File: src/rtl/core/ltq_pkg.sv
`default_nettype none

package ltq_pkg;

    localparam logic [1:0] TERM_NORMAL   = 2'd0;
    localparam logic [1:0] TERM_BANG     = 2'd1;
    localparam logic [1:0] TERM_NO_MINUS = 2'd2;

    localparam logic [8:0] COUNT_MAX = 9'd511;

    localparam logic [7:0] CH_BANG   = 8'h21;
    localparam logic [7:0] CH_QUOTE  = 8'h22;
    localparam logic [7:0] CH_BSLASH = 8'h5C;
    localparam logic [7:0] CH_LF     = 8'h0A;
    localparam logic [7:0] CH_TAB    = 8'h09;
    localparam logic [7:0] CH_SPACE  = 8'h20;
    localparam logic [7:0] CH_MINUS  = 8'h2D;
    localparam logic [7:0] CH_LOW_A  = 8'h61;
    localparam logic [7:0] CH_LOW_Z  = 8'h7A;
    localparam logic [7:0] CASE_DIFF = 8'h20;

    typedef struct packed {
        logic       in_word;
        logic       quoted;
        logic       prev_backslash;
        logic       comment_seen;
        logic [8:0] token_count;
    } line_state_t;

    typedef struct packed {
        logic       char_valid;
        logic [7:0] char_out;
        logic       new_token;
        logic [8:0] token_number;
        logic       line_done;
        logic       over_limit;
    } tok_result_t;

endpackage

`default_nettype wire

File: src/rtl/core/ltq_step.sv
`default_nettype none

module ltq_step #(
    parameter int TOKEN_LIMIT = 280
) (
    input  wire logic [1:0]          term_mode,
    input  wire logic [7:0]          char_in,
    input  wire logic                last_in_line,
    input  wire ltq_pkg::line_state_t state,
    output ltq_pkg::line_state_t     state_next,
    output ltq_pkg::tok_result_t     result
);

    localparam logic [8:0] LIMIT = 9'(TOKEN_LIMIT);

    logic       is_term;
    logic       valid;
    logic       newt;
    logic [7:0] oc;
    logic [8:0] count_next;
    ltq_pkg::line_state_t st;

    always_comb
    begin
        is_term = 1'b0;
        if (char_in == ltq_pkg::CH_BANG)
        begin
            is_term = 1'b1;
        end
        else if (term_mode != ltq_pkg::TERM_BANG)
        begin
            if (char_in == ltq_pkg::CH_MINUS)
            begin
                is_term = (term_mode != ltq_pkg::TERM_NO_MINUS);
            end
            else
            begin
                case (char_in)
                    8'h2C, 8'h2B, 8'h2A, 8'h29, 8'h28, 8'h3C, 8'h3E, 8'h3D,
                    8'h2F, 8'h5E, 8'h40: is_term = 1'b1;
                    default: is_term = 1'b0;
                endcase
            end
        end
    end

    always_comb
    begin
        st    = state;
        valid = 1'b0;
        newt  = 1'b0;
        oc    = 8'h00;
        if (!state.comment_seen && !(last_in_line && char_in == ltq_pkg::CH_LF))
        begin
            if (state.quoted)
            begin
                valid = 1'b1;
                oc    = char_in;
                if (char_in == ltq_pkg::CH_QUOTE && !state.prev_backslash)
                begin
                    st.quoted = 1'b0;
                end
                st.prev_backslash = (char_in == ltq_pkg::CH_BSLASH);
            end
            else if (char_in == ltq_pkg::CH_SPACE || char_in == ltq_pkg::CH_TAB)
            begin
                st.in_word = 1'b0;
            end
            else if (char_in == ltq_pkg::CH_BANG)
            begin
                st.comment_seen = 1'b1;
                st.in_word      = 1'b0;
            end
            else if (is_term)
            begin
                valid      = 1'b1;
                newt       = 1'b1;
                oc         = char_in;
                st.in_word = 1'b0;
            end
            else
            begin
                valid = 1'b1;
                if (char_in >= ltq_pkg::CH_LOW_A && char_in <= ltq_pkg::CH_LOW_Z)
                begin
                    oc = char_in - ltq_pkg::CASE_DIFF;
                end
                else
                begin
                    oc = char_in;
                end
                newt       = !state.in_word;
                st.in_word = 1'b1;
                if (char_in == ltq_pkg::CH_QUOTE)
                begin
                    st.quoted = 1'b1;
                end
                st.prev_backslash = (char_in == ltq_pkg::CH_BSLASH);
            end
        end

        count_next = state.token_count;
        if (newt && state.token_count < ltq_pkg::COUNT_MAX)
        begin
            count_next = state.token_count + 9'd1;
        end
        st.token_count = count_next;

        result.char_valid   = valid;
        result.char_out     = oc;
        result.new_token    = newt;
        result.token_number = count_next;
        result.line_done    = last_in_line;
        result.over_limit   = (count_next > LIMIT);

        if (last_in_line)
        begin
            state_next = '0;
        end
        else
        begin
            state_next = st;
        end
    end

endmodule

`default_nettype wire

File: src/rtl/core/line_tokenizer_with_quotes.sv
// An accepted item is held in the input register, then the tokenizer step fills the output
// register, which drives the master side.
// Throughput: one item per cycle. With m_axis_tready low both registers fill and the
// input stalls; s_axis_tready then follows m_axis_tready in the same cycle.
// Reset (rst_n low, asynchronous): line state, pipeline valids and term_mode clear to 0.
`default_nettype none

module line_tokenizer_with_quotes #(
    parameter int TOKEN_LIMIT = 280
) (
    input  wire logic        clk,
    input  wire logic        rst_n,
    input  wire logic        cfg_we,
    input  wire logic [1:0]  cfg_wdata,
    input  wire logic        s_axis_tvalid,
    output logic             s_axis_tready,
    input  wire logic [7:0]  s_axis_tdata,  // [7:0] char_in
    input  wire logic        s_axis_tlast,  // last_in_line
    output logic             m_axis_tvalid,
    input  wire logic        m_axis_tready,
    output logic [23:0]      m_axis_tdata,  // [7:0] char_out, [16:8] token_number,
                                            // [17] over_limit, [23:18] zero
    output logic [1:0]       m_axis_tuser,  // [0] char_valid, [1] new_token
    output logic             m_axis_tlast   // line_done
);

    logic [1:0]           term_mode_reg;
    logic                 in_valid_reg;
    logic [7:0]           in_char_reg;
    logic                 in_last_reg;
    ltq_pkg::line_state_t state_reg;
    ltq_pkg::line_state_t state_next;
    ltq_pkg::tok_result_t step_result;
    logic                 out_valid_reg;
    ltq_pkg::tok_result_t out_result_reg;
    logic                 out_free;
    logic                 advance;

    assign out_free      = !out_valid_reg || m_axis_tready;
    assign advance       = in_valid_reg && out_free;
    assign s_axis_tready = !in_valid_reg || advance;

    ltq_step #(
        .TOKEN_LIMIT(TOKEN_LIMIT)
    ) u_step (
        .term_mode   (term_mode_reg),
        .char_in     (in_char_reg),
        .last_in_line(in_last_reg),
        .state       (state_reg),
        .state_next  (state_next),
        .result      (step_result)
    );

    always_ff @(posedge clk or negedge rst_n)
    begin
        if (!rst_n)
        begin
            term_mode_reg <= ltq_pkg::TERM_NORMAL;
            in_valid_reg  <= 1'b0;
            out_valid_reg <= 1'b0;
            state_reg     <= '0;
        end
        else
        begin
            if (cfg_we)
            begin
                term_mode_reg <= cfg_wdata;
            end
            if (s_axis_tready)
            begin
                in_valid_reg <= s_axis_tvalid;
            end
            if (advance)
            begin
                state_reg <= state_next;
            end
            if (out_free)
            begin
                out_valid_reg <= in_valid_reg;
            end
        end
    end

    always_ff @(posedge clk)
    begin
        if (s_axis_tvalid && s_axis_tready)
        begin
            in_char_reg <= s_axis_tdata;
            in_last_reg <= s_axis_tlast;
        end
        if (advance)
        begin
            out_result_reg <= step_result;
        end
    end

    assign m_axis_tvalid = out_valid_reg;
    assign m_axis_tdata  = {6'd0, out_result_reg.over_limit, out_result_reg.token_number,
                            out_result_reg.char_out};
    assign m_axis_tuser  = {out_result_reg.new_token, out_result_reg.char_valid};
    assign m_axis_tlast  = out_result_reg.line_done;

endmodule

`default_nettype wire
File: config.mk
export PLATFORM = sky130hd
export DESIGN_NAME = line_tokenizer_with_quotes
export DESIGN_NICKNAME = d
export VERILOG_FILES = /design/src/rtl/core/ltq_pkg.sv /design/src/rtl/core/ltq_step.sv /design/src/rtl/core/line_tokenizer_with_quotes.sv
export SDC_FILE = /design/constraint.sdc
export NUM_CORES = 1
export LEC_CHECK = 0
export ABC_AREA = 1
export BUFFER_PORTS_ARGS = -buffer_cell sky130_fd_sc_hd__buf_2
export CAP_MARGIN = 20
export CORE_MARGIN = 2
export CORE_UTILIZATION = 45
export DETAILED_ROUTE_END_ITERATION = 16
export HOLD_SLACK_MARGIN = 0.05
export PLACE_DENSITY = 0.67
export SETUP_SLACK_MARGIN = 0.05
export SYNTH_ARGS = -nofsm -noshare
export SYNTH_HDL_FRONTEND = slang
export SYNTH_SLANG_ARGS = --single-unit
File: constraint.sdc
create_clock -name clk -period 2.64 [get_ports clk]
set_input_delay 0.396 -clock clk [delete_from_list [all_inputs] [get_ports clk]]
set_output_delay 0.396 -clock clk [all_outputs]
set_load 0.01 [all_outputs]
## Word level (Yosys, flattened, before mapping)

Cells that the tools add are included.

- Bits in registers: 47
- Input bits: 16
- Logic and storage cells: 102

- Add/subtract/negate cells: 2
- $lt $le $gt $ge: 4
- Equal/unequal tests: 25
- Multiplexer cells: 32
- Reduce and logical (&&, ||, !) cells: 23

Operator list:

| kind | number |
|---|---|
| 8-bit by 6-bit == test with 1-bit output (second input constant) | 13 |
| 8-bit two-way mux | 5 |
| 8-bit by 7-bit == test with 1-bit output (second input constant) | 3 |
| 1-bit two-way mux | 20 |
| 8-bit by 4-bit == test with 1-bit output (second input constant) | 2 |
| 13-bit two-way mux | 1 |
| 11-bit OR reduction | 1 |
| 5-bit AND reduction | 2 |
| 9-bit by 1-bit adder with 9-bit output (second input constant) | 1 |
| 9-bit greater-than comparator (second input constant) | 1 |
| 9-bit < comparator (second input constant) | 1 |
| 9-bit two-way mux | 1 |
| 3-bit != test (second input constant) | 3 |
| 8-bit by 7-bit >= comparator with 1-bit output (second input constant) | 1 |
| 8-bit by 7-bit <= comparator with 1-bit output (second input constant) | 1 |
| 8-bit by 6-bit subtractor with 8-bit output (second input constant) | 1 |
| 1-bit logical AND | 7 |
| 1-bit zero test | 6 |
| 2-bit two-way mux | 3 |
| 2-bit != test (second input constant) | 3 |
| 4-bit two-way mux | 1 |
| 2-bit nonzero test | 2 |
| 1-bit logical OR | 3 |
| 3-bit two-way mux | 1 |
| 3 further kinds | 3 |

## Logic depth before layout (Yosys ltp)

- Depth after elaboration: 14
- Gate-level depth with buffers: 14

## Cells and area by module

From an unflattened synthesis, not the netlist that was laid out.

- Cells, all modules: 301
- Area total of the unflattened synthesis: 2561.2 um^2

Modules (own cells, without submodules):

| module | times used | cells each | area each (um^2) | sequential area each (um^2) |
|---|---|---|---|---|
| line_tokenizer_with_quotes | 1 | 111 | 1626.6 | 1326.3 |
| ltq_step | 1 | 190 | 934.6 | 0.0 |

## Worst setup path before layout

Ideal clock, no wire load.

- Path kind: register to register
- Start point: reg in_char_reg[5]
- End point: reg out_result_reg, in the netlist m_axis_tdata[17], data pin
- Setup time: 0.263 ns
- Arrival time: 1.755 ns
- Path slack: 0.622 ns
- Stages on the path, launching flop included: 11
- Path buffers: 0
- Cell sequence: edfxtp_1 ha_1 nor3b_1 a21oi_4 nand3_4 nor2_8 nand3_4 nand2_1 nand2_2 nor3_2 a21oi_2

RTL lines:

| item | RTL line | source |
|---|---|---|
| start, declared | line_tokenizer_with_quotes.sv:29 | `logic [7:0] in_char_reg;` |
| start signal, assigned | line_tokenizer_with_quotes.sv:88 | `in_char_reg <= s_axis_tdata;` |
| end signal, assigned | line_tokenizer_with_quotes.sv:93 | `out_result_reg <= step_result;` |
| end, declared | line_tokenizer_with_quotes.sv:35 | `ltq_pkg::tok_result_t out_result_reg;` |

==> reports/qor.txt <==
Outcome = finished, final reports clean
Peak VDD IR = 0.437 mV
Crit path max fanout = 10
Critical Path End Type = flip-flop
Final WL = 4660 µm
Remaining Overflow, GRT = 0
Port bufs = 38
Hold Fails Final Rpt = 0
Sequential Power Share = 0.461
Synth Area in Compound Gates = 0.0931
Antenna-violating nets left = 0
Post-layout util = 0.547
Wire per inst = 12.2 µm
#FFs+latches synth = 47
Setup Buffers After CTS = 0
GRT Total Usage = 0.166
Largest register FFs = 18
NumNets Final = 330
Post-synth EDFFs = 30
Synth Area in Adders = 0.0152
Pint = 0.00150 W
# IOs = 45
Dpl cell area = 2730 µm²
DR vias = 1903
# H-tree levels = 2
Clock Pin Slew Worst Setup and Hold Paths = 0.08 ns
Synthesized instance count = 265
R2R Path Start = in_char_reg[5]
Clock power share = 0.223
Max cap viols = 0
Critical path class = flip-flop to flip-flop
Final setup TNS = 0 ns
Number of global-route vias before repair = 1831
Clock Path Buffers = 2
Pre-CTS setup slack = 0.420 ns
Biggest area consumer among synthesized cells = edfxtp_1
Largest family of logic cells by synthesized area = simple AND/OR/NAND/NOR gates
Register area share after synthesis = 0.536
Avg Inst Size Synth = 9.33 µm²
Clk root buf = clkbuf_8
Iteration-0 DRC Markers = 80
Xor and xnor area share after synthesis = 0.0213
Mapped Area = 2470 µm²
Clk sinks = 47
CTS tree = done
Final worst setup slack = 0.419 ns
NetSw = 0.000785 W
Hold_sp = s_axis_tdata[1]
Synth top area share = 0.364
Half-perimeter wire length after placement = 3530 µm
PwrDens = 802 nW/µm²
Vias per inst = 4.98
Core area = 5200 µm²
Synth async-reset ratio = 0.362
Simple-gate share of the synthesized area = 0.250
First-pass GRT wire length = 8110 µm
Critical Path Source Type = flip-flop
Setup-failing EPs final = 0
Fin area = 2850 µm²
CP Data Required Time = 2.68 ns
Sw Share = 0.344
Lkg Pwr = 1.33 nW
Critical Path Start = in_char_reg[5]
Final worst path period share = 0.841
Primary FF master, synth = edfxtp_1
RSZ-0062 raised after global routing = no
Die area = 6100 µm²
Tmin final = 2.22 ns
Row Count = 26
Clock latency on the worst-skew pair = 0.29 ns
R2r worst-path depth = 10
Clk_skew = 0.00253 ns
Hold depth = 1
Fraction of layout cells with a size suffix above 1 = 0.237
Max Slew Vio Count = 0
Die height = 78.1 µm
Synth warnings = 0
Area Overhead vs Synth = 15.2%
Ant. Diodes = 0
Mux contribution to synthesized area = 0
TritonRoute pass-1 iters = 4
Hold WS = 0.274 ns
Routability Congestion = 0.887
Initial antenna violation count = 0
Die W = 78.1 µm
Fmax = 450 MHz
Largest net degree at the start of global routing = 30
Worst hold path class = input port to flip-flop
Starting Density = 0.475
Comb pwr share = 0.316
Cts bufs inserted = 5
Yosys cell types = 41
# DRC = 0
WP data arrival = 2.26 ns
Top post-synthesis cells by area = edfxtp_1 36%, dfrtp_1 17%, nand2_1 9.3%
==> logic make-up after synthesis <==
family	after synthesis
and+or+nand+nor	126
buffers and inverters	48
DFF	47
AOI/OAI and AO/OA	34
xor gates and xnor gates	6
adders and majority gates	3
other	1
==> metrics by stage <==
stage | total power (W) | std cells
5_1_grt | 0.00245 | 382
3_3_place_gp | 0.00179 | 373
3_5_place_dp | 0.00179 | 373
6_report | 0.00228 | 382
2_1_floorplan | 0.00159 | 270
4_1_cts | 0.00230 | 382
==> worst max-delay path, stage by stage (launching register included) <==
cell,delay [ns]
edfxtp_1,0.46
ha_1,0.22
nor3b_1,0.16
a21oi_4,0.23
nand3_4,0.12
nor2_8,0.19
nand3_4,0.14
nand2_1,0.08
nand2_1,0.11
nor3_2,0.19
a21oi_2,0.06
==> metal layers <==
layer  wire [µm]  part of all wire  global-route usage  vias up
met5           0                 0                   0        -
met4          51             0.011              0.0456        0
met3         203             0.044              0.0379        6
met2        2080              0.45               0.265       50
met1        2320              0.50               0.228      871
li1            -                 -                   -      976
==> cells in the mapped netlist (2+ instances only) <==
cell	count
xor2_1	6
nor2_2	4
o31ai_1	2
nor3_1	9
o21ai_0	7
nand4_1	9
nor2_1	20
dfrtp_1	17
nand2_1	61
edfxtp_1	30
a22o_1	2
a21oi_1	5
o22ai_1	6
nand2_2	3
nand3_2	2
ha_1	3
nand3_4	2
inv_1	32
inv_2	8
o21ai_1	3
buf_4	6
nand3_1	9
==> path summary, 6_finish.rpt <==
| kind | to | slack [ns] |
|---|---|---|
| min | in_char_reg[1] | 0.27 |
| min reg2reg | state_reg[10] | 0.49 |
| max in group asynchronous | term_mode_reg[1] | 1.80 |
| max | m_axis_tdata[17] | 0.42 |
| min in group asynchronous | state_reg[3] | 0.56 |
| max reg2reg | m_axis_tdata[17] | 0.42 |
==> cell type report <==
| cell class | instances | area [µm²] |
|---|---|---|
| Clock inverter | 3 | 38.8 |
| Sequential cell | 47 | 1330 |
| Multi-Input combinational cell | 175 | 961 |
| Tap cell | 70 | 87.6 |
| Clock buffer | 5 | 68.8 |
| Fill cell | 499 | 2360 |
| Timing Repair Buffer | 40 | 208 |
| Inverter | 42 | 159 |
==> power groups by stage <==
stage | clock (W) | combinational [W] | sequential (W)
final | 0.000509 | 0.000722 | 0.00105
after global routing | 0.000553 | 0.000825 | 0.00107
after CTS | 0.000519 | 0.000728 | 0.00105
after detailed placement | 0 | 0.000725 | 0.00107
after global placement | 0 | 0.000721 | 0.00107
after floorplan | 0 | 0.000479 | 0.00111
==> placed cells by master (no fill, tap or decap), drive strengths merged, types with 2 or more instances in the layout <==
cell	Yosys	final
nand2	65	65
inv	40	40
buf	6	39
edfxtp	30	30
nor2	25	25
dfrtp	17	17
nand3	13	13
o21ai	11	11
nor3	10	10
nand4	9	9
a21oi	7	7
xor2	6	6
o22ai	6	6
conb	1	6
clkbuf	0	5
clkinv	2	4
ha	3	3
o31ai	2	2
a22o	2	2
==> what timing repair did <==
action / CTS / global route
hold endpoints to repair: 17 / 0
hold buffers: 1 / 0
setup endpoints to repair: 0 / 0
gates resized for setup: 0 / 0
(Power assumes the default switching activity.)
